<file path="src/rtl/core/stpa_pkg.sv">
`timescale 1ns / 1ps

package stpa_pkg;

	localparam int TABLE_ENTRIES = 32;
	localparam int IDX_W = (TABLE_ENTRIES > 1) ? $clog2(TABLE_ENTRIES) : 1;
	localparam int CNT_W = $clog2(TABLE_ENTRIES + 1);
	localparam int CFG_IDX_W = 2;

	localparam logic [31:0] POOL_FIRST_RESET = 32'h0a08_0002;
	localparam logic [31:0] POOL_LAST_RESET = 32'h0a08_00ff;
	localparam logic [31:0] TIMEOUT_RESET = 32'd60;

	localparam logic [CFG_IDX_W-1:0] REG_POOL_FIRST = 2'd0;
	localparam logic [CFG_IDX_W-1:0] REG_POOL_LAST = 2'd1;
	localparam logic [CFG_IDX_W-1:0] REG_IDLE_TIMEOUT = 2'd2;

	localparam logic [2:0] OP_ADD = 3'd0;
	localparam logic [2:0] OP_FIND_TUN = 3'd1;
	localparam logic [2:0] OP_FIND_PEER = 3'd2;
	localparam logic [2:0] OP_REMOVE = 3'd3;
	localparam logic [2:0] OP_SWEEP = 3'd4;

	localparam logic [2:0] ST_OK = 3'd0;
	localparam logic [2:0] ST_REFRESHED = 3'd1;
	localparam logic [2:0] ST_FULL = 3'd2;
	localparam logic [2:0] ST_NO_SLOT = 3'd3;
	localparam logic [2:0] ST_NOT_FOUND = 3'd4;

	typedef struct packed {
		logic [2:0] op;
		logic [31:0] peer_ip;
		logic [15:0] peer_port;
		logic [31:0] tunnel_addr;
		logic [31:0] now_time;
	} in_req_t;

	typedef struct packed {
		logic [2:0] status;
		logic [31:0] addr_out;
		logic [4:0] slot_out;
		logic [31:0] peer_ip_out;
		logic [15:0] peer_port_out;
		logic [5:0] expired_count;
	} out_rsp_t;

	typedef struct packed {
		logic load;
		logic rd_en;
		logic [IDX_W-1:0] rd_idx;
		logic commit;
	} dp_cmd_t;

	function automatic logic [4:0] to_slot(input logic [IDX_W-1:0] idx);
		logic [31:0] w;
		w = 32'(idx);
		return w[4:0];
	endfunction

	function automatic logic [5:0] to_count(input logic [CNT_W-1:0] cnt);
		logic [31:0] w;
		w = 32'(cnt);
		return w[5:0];
	endfunction

endpackage

</file>
<file path="src/rtl/core/stpa_ctrl.sv">
`timescale 1ns / 1ps

module stpa_ctrl (
	input logic clk,
	input logic arst_n,
	input logic in_valid,
	output logic in_ready,
	output logic out_valid,
	input logic out_ready,
	output stpa_pkg::dp_cmd_t cmd
);

	localparam logic [1:0] S_IDLE = 2'd0;
	localparam logic [1:0] S_SCAN = 2'd1;
	localparam logic [1:0] S_DRAIN = 2'd2;
	localparam logic [1:0] S_COMMIT = 2'd3;

	localparam logic [stpa_pkg::IDX_W-1:0] LAST_IDX =
		stpa_pkg::IDX_W'(stpa_pkg::TABLE_ENTRIES - 1);

	logic [1:0] state_q;
	logic [stpa_pkg::IDX_W-1:0] rd_idx_q;
	logic out_valid_q;
	logic slot_free;

	assign slot_free = !out_valid_q || out_ready;
	assign in_ready = (state_q == S_IDLE);
	assign out_valid = out_valid_q;

	always_comb begin
		cmd.load = (state_q == S_IDLE) && in_valid;
		cmd.rd_en = (state_q == S_SCAN);
		cmd.rd_idx = rd_idx_q;
		cmd.commit = (state_q == S_COMMIT) && slot_free;
	end

	always_ff @(posedge clk or negedge arst_n) begin
		if (!arst_n) begin
			state_q <= S_IDLE;
			rd_idx_q <= '0;
			out_valid_q <= 1'b0;
		end else begin
			case (state_q)
				S_IDLE: begin
					if (in_valid) begin
						state_q <= S_SCAN;
						rd_idx_q <= '0;
					end
				end
				S_SCAN: begin
					if (rd_idx_q == LAST_IDX) begin
						state_q <= S_DRAIN;
					end else begin
						rd_idx_q <= rd_idx_q + 1'b1;
					end
				end
				// last read data is evaluated at the end of this cycle
				S_DRAIN: state_q <= S_COMMIT;
				S_COMMIT: begin
					if (slot_free) begin
						state_q <= S_IDLE;
					end
				end
				default: state_q <= S_IDLE;
			endcase

			if (cmd.commit) begin
				out_valid_q <= 1'b1;
			end else if (out_ready) begin
				out_valid_q <= 1'b0;
			end
		end
	end

endmodule

</file>
<file path="src/rtl/core/stpa_dp.sv">
`timescale 1ns / 1ps

module stpa_dp (
	input logic clk,
	input logic arst_n,
	input stpa_pkg::dp_cmd_t cmd,
	input stpa_pkg::in_req_t in_data,
	input logic cfg_we,
	input logic [stpa_pkg::CFG_IDX_W-1:0] cfg_index,
	input logic [31:0] cfg_data,
	output stpa_pkg::out_rsp_t out_data
);

	localparam int N = stpa_pkg::TABLE_ENTRIES;
	localparam int IW = stpa_pkg::IDX_W;
	localparam int CW = stpa_pkg::CNT_W;

	logic [31:0] pool_first_q, pool_last_q, timeout_q;
	logic [31:0] next_pool_q;
	logic [CW-1:0] active_total_q;
	logic [N-1:0] active_q;

	logic [31:0] mem_tun [N];
	logic [31:0] mem_ip [N];
	logic [15:0] mem_port [N];
	logic [31:0] mem_seen [N];

	stpa_pkg::in_req_t req_q;
	stpa_pkg::out_rsp_t out_q;

	logic rd_en_s1;
	logic [IW-1:0] idx_s1;
	logic act_s1;
	logic [31:0] tun_s1, ip_s1, seen_s1;
	logic [15:0] port_s1;

	logic found_q, free_found_q;
	logic [IW-1:0] hit_idx_q, free_idx_q;
	logic [31:0] hit_tun_q, hit_ip_q;
	logic [15:0] hit_port_q;
	logic [CW-1:0] expired_q;

	logic tun_hit, peer_hit, sel_hit, expire;
	logic [31:0] age, cand;
	logic is_full;
	logic do_refresh, do_insert, do_remove;
	logic seen_we;
	logic [IW-1:0] seen_idx;
	stpa_pkg::out_rsp_t rsp;

	assign out_data = out_q;

	assign tun_hit = act_s1 && (tun_s1 == req_q.tunnel_addr);
	assign peer_hit = act_s1 && (ip_s1 == req_q.peer_ip) && (port_s1 == req_q.peer_port);
	assign sel_hit = (req_q.op == stpa_pkg::OP_ADD || req_q.op == stpa_pkg::OP_FIND_PEER)
		? peer_hit : tun_hit;
	assign age = req_q.now_time - seen_s1;
	assign expire = rd_en_s1 && (req_q.op == stpa_pkg::OP_SWEEP) && act_s1 && (age > timeout_q);

	assign cand = (next_pool_q > pool_last_q) ? pool_first_q : next_pool_q;
	assign is_full = (active_total_q >= CW'(N));

	assign do_refresh = cmd.commit && (req_q.op == stpa_pkg::OP_ADD) && !is_full && found_q;
	assign do_insert = cmd.commit && (req_q.op == stpa_pkg::OP_ADD) && !is_full &&
		!found_q && free_found_q;
	assign do_remove = cmd.commit && (req_q.op == stpa_pkg::OP_REMOVE) && found_q;

	assign seen_we = do_refresh || do_insert;
	assign seen_idx = do_refresh ? hit_idx_q : free_idx_q;

	// result of the finished scan
	always_comb begin
		rsp = '0;
		rsp.status = stpa_pkg::ST_NOT_FOUND;
		case (req_q.op)
			stpa_pkg::OP_ADD: begin
				if (is_full) begin
					rsp.status = stpa_pkg::ST_FULL;
				end else if (found_q) begin
					rsp.status = stpa_pkg::ST_REFRESHED;
					rsp.addr_out = hit_tun_q;
					rsp.slot_out = stpa_pkg::to_slot(hit_idx_q);
				end else if (free_found_q) begin
					rsp.status = stpa_pkg::ST_OK;
					rsp.addr_out = cand;
					rsp.slot_out = stpa_pkg::to_slot(free_idx_q);
				end else begin
					rsp.status = stpa_pkg::ST_NO_SLOT;
				end
			end
			stpa_pkg::OP_FIND_TUN, stpa_pkg::OP_FIND_PEER: begin
				if (found_q) begin
					rsp.status = stpa_pkg::ST_OK;
					rsp.addr_out = hit_tun_q;
					rsp.slot_out = stpa_pkg::to_slot(hit_idx_q);
					rsp.peer_ip_out = hit_ip_q;
					rsp.peer_port_out = hit_port_q;
				end
			end
			stpa_pkg::OP_REMOVE: begin
				if (found_q) begin
					rsp.status = stpa_pkg::ST_OK;
					rsp.addr_out = hit_tun_q;
					rsp.slot_out = stpa_pkg::to_slot(hit_idx_q);
				end
			end
			stpa_pkg::OP_SWEEP: begin
				rsp.status = stpa_pkg::ST_OK;
				rsp.expired_count = stpa_pkg::to_count(expired_q);
			end
			default: rsp.status = stpa_pkg::ST_NOT_FOUND;
		endcase
	end

	always_ff @(posedge clk) begin
		if (do_insert) begin
			mem_tun[free_idx_q] <= cand;
			mem_ip[free_idx_q] <= req_q.peer_ip;
			mem_port[free_idx_q] <= req_q.peer_port;
		end
		tun_s1 <= mem_tun[cmd.rd_idx];
		ip_s1 <= mem_ip[cmd.rd_idx];
		port_s1 <= mem_port[cmd.rd_idx];
	end

	always_ff @(posedge clk) begin
		if (seen_we) begin
			mem_seen[seen_idx] <= req_q.now_time;
		end
		seen_s1 <= mem_seen[cmd.rd_idx];
	end

	always_ff @(posedge clk) begin
		idx_s1 <= cmd.rd_idx;
		act_s1 <= active_q[cmd.rd_idx];
		if (cmd.load) begin
			req_q <= in_data;
		end
		if (cmd.commit) begin
			out_q <= rsp;
		end
		if (rd_en_s1 && !found_q && sel_hit) begin
			hit_idx_q <= idx_s1;
			hit_tun_q <= tun_s1;
			hit_ip_q <= ip_s1;
			hit_port_q <= port_s1;
		end
		if (rd_en_s1 && !free_found_q && !act_s1) begin
			free_idx_q <= idx_s1;
		end
	end

	always_ff @(posedge clk or negedge arst_n) begin
		if (!arst_n) begin
			pool_first_q <= stpa_pkg::POOL_FIRST_RESET;
			pool_last_q <= stpa_pkg::POOL_LAST_RESET;
			timeout_q <= stpa_pkg::TIMEOUT_RESET;
			next_pool_q <= stpa_pkg::POOL_FIRST_RESET;
			active_total_q <= '0;
			active_q <= '0;
			rd_en_s1 <= 1'b0;
			found_q <= 1'b0;
			free_found_q <= 1'b0;
			expired_q <= '0;
		end else begin
			if (cfg_we) begin
				case (cfg_index)
					stpa_pkg::REG_POOL_FIRST: pool_first_q <= cfg_data;
					stpa_pkg::REG_POOL_LAST: pool_last_q <= cfg_data;
					stpa_pkg::REG_IDLE_TIMEOUT: timeout_q <= cfg_data;
					default: ;
				endcase
			end

			rd_en_s1 <= cmd.rd_en;

			if (cmd.load) begin
				found_q <= 1'b0;
				free_found_q <= 1'b0;
				expired_q <= '0;
			end else begin
				if (rd_en_s1 && sel_hit) begin
					found_q <= 1'b1;
				end
				if (rd_en_s1 && !act_s1) begin
					free_found_q <= 1'b1;
				end
			end

			// drop aged entries as the scan passes them
			if (expire) begin
				active_q[idx_s1] <= 1'b0;
				expired_q <= expired_q + 1'b1;
				if (active_total_q != '0) begin
					active_total_q <= active_total_q - 1'b1;
				end
			end

			if (do_insert) begin
				active_q[free_idx_q] <= 1'b1;
				active_total_q <= active_total_q + 1'b1;
				next_pool_q <= cand + 32'd1;
			end

			if (do_remove) begin
				active_q[hit_idx_q] <= 1'b0;
				if (active_total_q != '0) begin
					active_total_q <= active_total_q - 1'b1;
				end
			end
		end
	end

endmodule

</file>
<file path="src/rtl/core/session_table_with_pool_and_aging.sv">
`timescale 1ns / 1ps
// Session table: 32 client sessions with a tunnel address pool and idle aging.
// Request channel (in_valid/in_ready/in_data) carries one operation: add peer,
// find by tunnel address, find by peer, remove, or timeout sweep. Response
// channel (out_valid/out_ready/out_data) returns exactly one result per request.
// Each request scans every slot from 0 upward, one slot per cycle through the
// registered read port of the entry memories, then passes a drain step and a
// commit step that loads the response into the output register; a new request
// is taken in the cycle after the response is loaded.
// The response sits in an output register; the next request is taken while it
// waits. If the receiver stalls, the following request finishes its scan and
// holds in its commit step until the output register frees up.
// Configuration: cfg_we writes cfg_data into register cfg_index
// (0 pool first address, 1 pool last address, 2 idle timeout); write only
// while no request is in flight. Reset clears all active bits and the session
// count, sets the pool pointer to POOL_FIRST_RESET and restores the register
// defaults; entry contents are undefined until written.

module session_table_with_pool_and_aging (
	input logic clk,
	input logic arst_n,
	input logic in_valid,
	output logic in_ready,
	input stpa_pkg::in_req_t in_data,
	output logic out_valid,
	input logic out_ready,
	output stpa_pkg::out_rsp_t out_data,
	input logic cfg_we,
	input logic [stpa_pkg::CFG_IDX_W-1:0] cfg_index,
	input logic [31:0] cfg_data
);

	stpa_pkg::dp_cmd_t cmd;

	stpa_ctrl u_ctrl (
		.clk(clk),
		.arst_n(arst_n),
		.in_valid(in_valid),
		.in_ready(in_ready),
		.out_valid(out_valid),
		.out_ready(out_ready),
		.cmd(cmd)
	);

	stpa_dp u_dp (
		.clk(clk),
		.arst_n(arst_n),
		.cmd(cmd),
		.in_data(in_data),
		.cfg_we(cfg_we),
		.cfg_index(cfg_index),
		.cfg_data(cfg_data),
		.out_data(out_data)
	);

endmodule

</file>
<file path="config.mk">
export PLATFORM = sky130hd
export DESIGN_NAME = session_table_with_pool_and_aging
export DESIGN_NICKNAME = d
export VERILOG_FILES = /design/src/rtl/core/stpa_pkg.sv /design/src/rtl/core/stpa_ctrl.sv /design/src/rtl/core/stpa_dp.sv /design/src/rtl/core/session_table_with_pool_and_aging.sv
export SDC_FILE = /design/constraint.sdc
export NUM_CORES = 2
export LEC_CHECK = 0
export BUFFER_PORTS_ARGS = -buffer_cell sky130_fd_sc_hd__buf_2
export CAP_MARGIN = 10
export CORE_ASPECT_RATIO = 2
export CORE_MARGIN = 5
export CORE_UTILIZATION = 30
export DETAILED_ROUTE_END_ITERATION = 10
export PLACE_DENSITY = 0.43
export SLEW_MARGIN = 20
export SYNTH_ARGS = -nofsm -noshare
export SYNTH_HDL_FRONTEND = slang
export SYNTH_SLANG_ARGS = --single-unit
export TNS_END_PERCENT = 10
</file>
<file path="constraint.sdc">
create_clock -name clk -period 10.1 [get_ports clk]
set_clock_uncertainty 0.15 [all_clocks]
set_input_delay 2.02 -clock clk [delete_from_list [all_inputs] [get_ports clk]]
set_output_delay 2.02 -clock clk [all_outputs]
set_load 0.005 [all_outputs]
</file>
# Yosys cells after proc, flatten, opt, wreduce, memory -nomap -nowiden
# Memories as Yosys holds them, arrays and structs flattened. A register that Yosys moved wholly into a read port is not among the register bits.
# Cells that the tools add are included.
totals:
  mem_count: 4
  out_inout_bits: 96
  ff_bits: 488
  mem_bits_rw: 3584
  elab_cells: 168
mem_list:
  columns: ["memory", "depth", "width", "read_ports", "rd_clocked_by_memory_dff", "write_ports", "line", "source"]
  rows:
  - ["u_dp.mem_ip", 32, 32, 1, 1, 1, "stpa_dp.sv:24", "logic [31:0] mem_ip [N];"]
  - ["u_dp.mem_seen", 32, 32, 1, 1, 1, "stpa_dp.sv:26", "logic [31:0] mem_seen [N];"]
  - ["u_dp.mem_tun", 32, 32, 1, 1, 1, "stpa_dp.sv:23", "logic [31:0] mem_tun [N];"]
  - ["u_dp.mem_port", 32, 16, 1, 1, 1, "stpa_dp.sv:25", "logic [15:0] mem_port [N];"]
classes:
  bitwise: 5
  n_addsub: 6
  reduce_logical: 48
  muxes: 47
  n_lt_le_gt_ge: 10
  eq_ne: 17
op_table:
  columns: ["operator", "n"]
  rows:
  - ["$mux W32", 4]
  - ["$pmux W37 S3", 1]
  - ["$mux W88", 1]
  - ["$mux W37", 2]
  - ["$and A32 B32 Y32", 2]
  - ["$eq A32 B32 Y1", 2]
  - ["$gt A32 B32 Y1", 2]
  - ["$not A32 Y32", 2]
  - ["$mux W6", 7]
  - ["$mux W40", 1]
  - ["$mux W39", 1]
  - ["$add A32 B1 Y32 const B", 1]
  - ["$or A32 B32 Y32", 1]
  - ["$sub A32 B32 Y32", 1]
  - ["$logic_and A1 B1 Y1", 24]
  - ["$lt A5 B6 Y1 const B", 4]
  - ["$eq A16 B16 Y1", 1]
  - ["$demux W1 S5", 3]
  - ["$ge A5 B1 Y1 const B", 3]
  - ["$mux W1", 15]
  - ["$mux W5", 3]
  - ["$add A6 B1 Y6 const B", 2]
  - ["$pmux W3 S4", 1]
  - ["$pmux W5 S2", 1]
  - ["24 further kinds", 48]

# Depth between registers and ports, before layout
logic_depth:
  ltp_word: 11
  mapped_depth: 23

# By module
# From an unflattened synthesis, not the netlist that was laid out.
unflattened:
  hier_cells: 7246
  hier_area_um2: 161703.8
modules_own_cells:
  columns: ["mod", "area_each_um2", "cells_per_inst", "n_inst"]
  rows:
  - ["stpa_dp", 161174.6, 7193, 1]
  - ["stpa_ctrl", 529.3, 53, 1]

# Worst setup path after synthesis
# No wires, ideal clock.
synth_path:
  path_kind: "input port to flip-flop"
  startpoint: "input port out_ready"
  endpoint: "register u_dp.active_q[7]"
  slack_ps: -1192
  setup_time_ps: 87
  stages: 6
  n_path_buf: 0
  t_arrival_ps: 11055
  t_required_ps: 9863
  cell_sequence: "nand2b_1 -> and2_1 -> and4_1 -> nand2_1 -> nor3_1 -> o22a_1"
synth_lines:
  columns: ["element", "line", "source"]
  rows:
  - ["from (decl)", "session_table_with_pool_and_aging.sv:26", "input logic out_ready,"]
  - ["to (signal assigned)", "stpa_dp.sv:160", "active_q <= '0;"]
  - ["to (signal, indexed assignment)", "stpa_dp.sv:192", "active_q[idx_s1] <= 1'b0;"]
  - ["to (signal, indexed assignment)", "stpa_dp.sv:200", "active_q[free_idx_q] <= 1'b1;"]
  - ["to (decl)", "stpa_dp.sv:21", "logic [N-1:0] active_q;"]

# Worst setup path in the final report
layout_path:
  startpoint: "register u_dp.req_q[0] (netlist bit)"
  endpoint: "register u_dp.active_q[28]"
layout_between:
  elab_chain_len: 8
layout_lines:
  columns: ["element", "line", "source"]
  rows:
  - ["from (decl)", "stpa_dp.sv:28", "stpa_pkg::in_req_t req_q;"]
  - ["from (signal assigned)", "stpa_dp.sv:137", "req_q <= in_data;"]
  - ["$sub A32 B32 Y32 *", "stpa_dp.sv:57", "assign age = req_q.now_time - seen_s1;"]
  - ["$gt A32 B32 Y1 *", "stpa_dp.sv:58", "assign expire = rd_en_s1 && (req_q.op == stpa_pkg::OP_SWEEP) && act_s1 && (age > timeout_q);"]
  - ["$logic_and A1 B1 Y1 *", "stpa_dp.sv:58", null]
  - ["$mux W32 *", "stpa_dp.sv:191", "if (expire) begin"]
  - ["$or A32 B32 Y32 (no line)", null, null]
  - ["$mux W32 *", "stpa_dp.sv:199", "if (do_insert) begin"]
  - ["$and A32 B32 Y32 (no line)", null, null]
  - ["$mux W32 *", "stpa_dp.sv:205", "if (do_remove) begin"]
  - ["to (signal, indexed assignment)", "stpa_dp.sv:192", null]
  - ["to (signal, indexed assignment)", "stpa_dp.sv:200", null]
  - ["to (signal, indexed assignment)", "stpa_dp.sv:206", "active_q[hit_idx_q] <= 1'b0;"]
# Every way passes the cells marked *; elsewhere a longest branch is shown, timed or not.
# A chain may end at the register's enable or synchronous reset.

==> results.ini <==
[placement]
dpl_cell_area_mm2=0.173
placed_cells_incl_taps=14500
port-buffer-count=249
place_congestion=0.846
dpl.hpwl_um=292000

[synth]
avgSynthCellArea_um2=22.2
synth_warnings=0
async_flop_share_pct=4.37
seq_area_frac_synth_pct=76.4
synth_cell_types=74
synth_cells=7278
synth_seq_cells=4184
synth.largest_area_cell=edfxtp_1
syn-cell-area_mm2=0.162
synth_area_leaders=edfxtp_1, mux4_2, dfrtp_1
synth.top_cell.area_share_pct=72.1
syn_nets=7539
synth_ff_type=edfxtp_1
synth-edff-count=3883

[critical_path]
reg2reg_slack_ns=3.46
worstSetupPathType=flop to flop
startpoint=u_dp.req_q[0]
r2r_start=u_dp.req_q[0]
start_kind=flop
crit_path_end_kind=flop
required_ns=10.80
rr_worst_depth=23
timing.rr.end=u_dp.active_q[28]
cp_max_fo=33
arrival_ns=7.34
setup.worst_path.end=u_dp.active_q[28]

[timing]
finalMaxSlewViolations=0
setup_violations=0
tns_ns=0
worstMarginPinSlew_ns=1.13
finalHoldViolCount=0
min_period_over_period_pct=65.8
fmax_mhz=151
rsz0062_at_grt=false
slew_headroom_pct=22.2
final.min_clock_period_ns=6.64

[grt]
grt_max_degree=131
grt_util_all_layers_pct=18.4
grt_pass1_vias=83400
grt_pass1_wl_um=711000
antenna_found_initial=39
overflow=0

[cts]
clk_latency_ns=0.96
htreeDepth=5
cts_tree=done
post_cts_buffers=0
clkTransAtPathRegs_ns=0.07
ctsLongestPathBuffers=4
cts_hold_buffers=0
clockRootBuffer=clkbuf_16
ctsResizeCount=0
clock_sinks=4184
cts_made_buffers=394

[power_and_ir_drop]
powerDensity_mw_per_mm2=256
ir_worst_vdd_v=0.000203
p_leak_nw=59.7

[routing]
wl_per_cell_um=34.0
drcViolationCount=0
vias_per_cell=5.08
wirelength_um=520000
drtAntennaViolNets=0
drt_iter0_markers=6589
first_pass_iters=7
vias=77600

[floorplanning]
die_w_um=529
row_count=381
initial_core_util_pct=30.1
die_area_mm2=0.555
coreArea_mm2=0.538
die_h_um=1050
ios=250

[final_layout]
area_growth_pct=15.6
n_fill_cell=49900
ff_latch_area_mm2=0.124
stdcell_count=15300
final_core_util_pct=34.8
finalInstanceArea_mm2=0.187
drive_gt1_share_pct=31.5
nNetsFinal=8089
multi_input_area_mm2=0.0368

[job]
drv_cap=0

[hold_path]
hold_path_class=flop to flop

[run_status]
status=completed

## cells in the final DEF, fill, tap and decap left out, types with 27 or more instances in the layout
cell type     n
nand4_1      45
clkinv_1     65
bufinv_16    46
buf_4       199
dfrtp_1     155
nand2_1     117
mux2i_1      32
edfxtp_1   3883
and2_1       53
a21oi_1     102
o22ai_1      33
buf_12       35
nand3_1      57
inv_1       147
a31oi_1      27
o21ai_0      64
nor2_4       63
clkbuf_8     34
mux4_2     1130
buf_2       248
clkbuf_16   404
dfxtp_1     118
nor2_1      105
ha_1        106
clkinv_2     72
clkbuf_1     70
mux2_2      232
xor2_1       65
xnor2_1      67
nor3_1       29
## power breakdown
| group | leakage (nW) | internal, mW | total, mW | switching [mW] |
|---|---|---|---|---|
| clock network | 6.54 | 8.79 | 15.6 | 6.79 |
| registers | 39.0 | 19.9 | 20.8 | 0.883 |
| logic | 14.2 | 5.48 | 11.5 | 6.07 |
## kinds of logic after synthesis
kind of cell | share of synthesized area, %
compound gates | 1.44
buf+inv | 1.17
mux | 17.5
xor+xnor | 0.715
fa+ha+maj | 0.832
simple gates | 1.90
flops | 76.4
## synthesized netlist by cell type, types with 26 or more instances
cell	n
nand2_1	118
mux4_2	1130
a21oi_1	103
and3_1	26
nor2_1	167
dfxtp_1	118
edfxtp_1	3883
o21ai_0	64
buf_1	75
inv_1	149
clkbuf_1	237
xnor2_1	67
mux2i_1	32
xor2_1	65
dfrtp_1	160
o22ai_1	33
nand4_1	45
nor3_1	30
a31oi_1	27
and2_1	54
ha_1	106
nand3_1	57
mux2_2	232
## worst min path at each step
| stage | start | to | slack [ns] | cells past startpoint |
|---|---|---|---|---|
| 2_1_floorplan | u_ctrl.rd_idx_q[2] | u_dp.idx_s1[2] | 0.20 | 0 |
| 3_3_place_gp | u_dp.ip_s1[30] | u_dp.hit_ip_q[30] | 0.29 | 0 |
| 3_5_place_dp | u_dp.ip_s1[13] | u_dp.hit_ip_q[13] | 0.27 | 0 |
| 4_1_cts | u_dp.ip_s1[27] | u_dp.hit_ip_q[27] | 0.30 | 0 |
| 5_1_grt | u_dp.ip_s1[13] | u_dp.hit_ip_q[13] | 0.32 | 0 |
| 6_report | u_dp.ip_s1[27] | u_dp.hit_ip_q[27] | 0.30 | 0 |
## state kept, by name (all words and copies together), names as in the netlist, 94 cells and up
name,flops
u_dp.mem_ip,1024
u_dp.mem_port,512
u_dp.mem_seen,1024
u_dp.mem_tun,1024
u_dp.out_data,94
u_dp.req_q,115
## worst max-delay path, cell delays in order (launching register included)
cell	delay, ns
edfxtp_1	0.76
inv_1	0.16
ha_1	0.18
inv_1	0.07
fa_1	0.42
a21o_1	0.18
a21oi_1	0.33
o21a_1	0.20
o21ai_0	0.12
buf_4	0.18
o211ai_1	0.25
a31oi_1	0.22
mux2_2	0.27
o2111ai_1	0.14
ha_1	0.36
inv_1	0.07
or4_1	0.58
nor3_2	0.32
a311oi_1	0.22
o31a_1	0.19
a31oi_4	0.14
buf_4	0.43
nor3_1	0.28
a31oi_1	0.24
## final cells by class
| class | instances | area share (%) |
|---|---|---|
| flip-flops and latches | 4184 | 66.1 |
| clock inverters | 228 | 1.38 |
| inverters | 149 | 0.306 |
| repair buffers | 493 | 1.95 |
| well taps | 7085 | 4.74 |
| multi-input cells | 2606 | 19.7 |
| clock buffers | 507 | 5.79 |
| diodes | 23 | 0.0308 |
## layer usage
metal / track usage [%] / vias to the layer above / wire, um
met2: 34.7 / 2038 / 285000
met5: 0 / - / 83
met1: 21.8 / 43300 / 198000
li1: - / 31500 / -
met3: 1.94 / 655 / 18700
met4: 6.02 / 14 / 19100
## per-stage QoR
step	setup WS [ns]	power (mW)	hold slack, ns
2_1_floorplan	1.03	28.8	0.195
3_3_place_gp	3.50	33.1	0.291
6_report	3.46	48.0	0.300
4_1_cts	3.46	48.8	0.300
5_1_grt	3.05	50.0	0.318
3_5_place_dp	3.53	33.1	0.272
(Power assumes the default switching activity.)
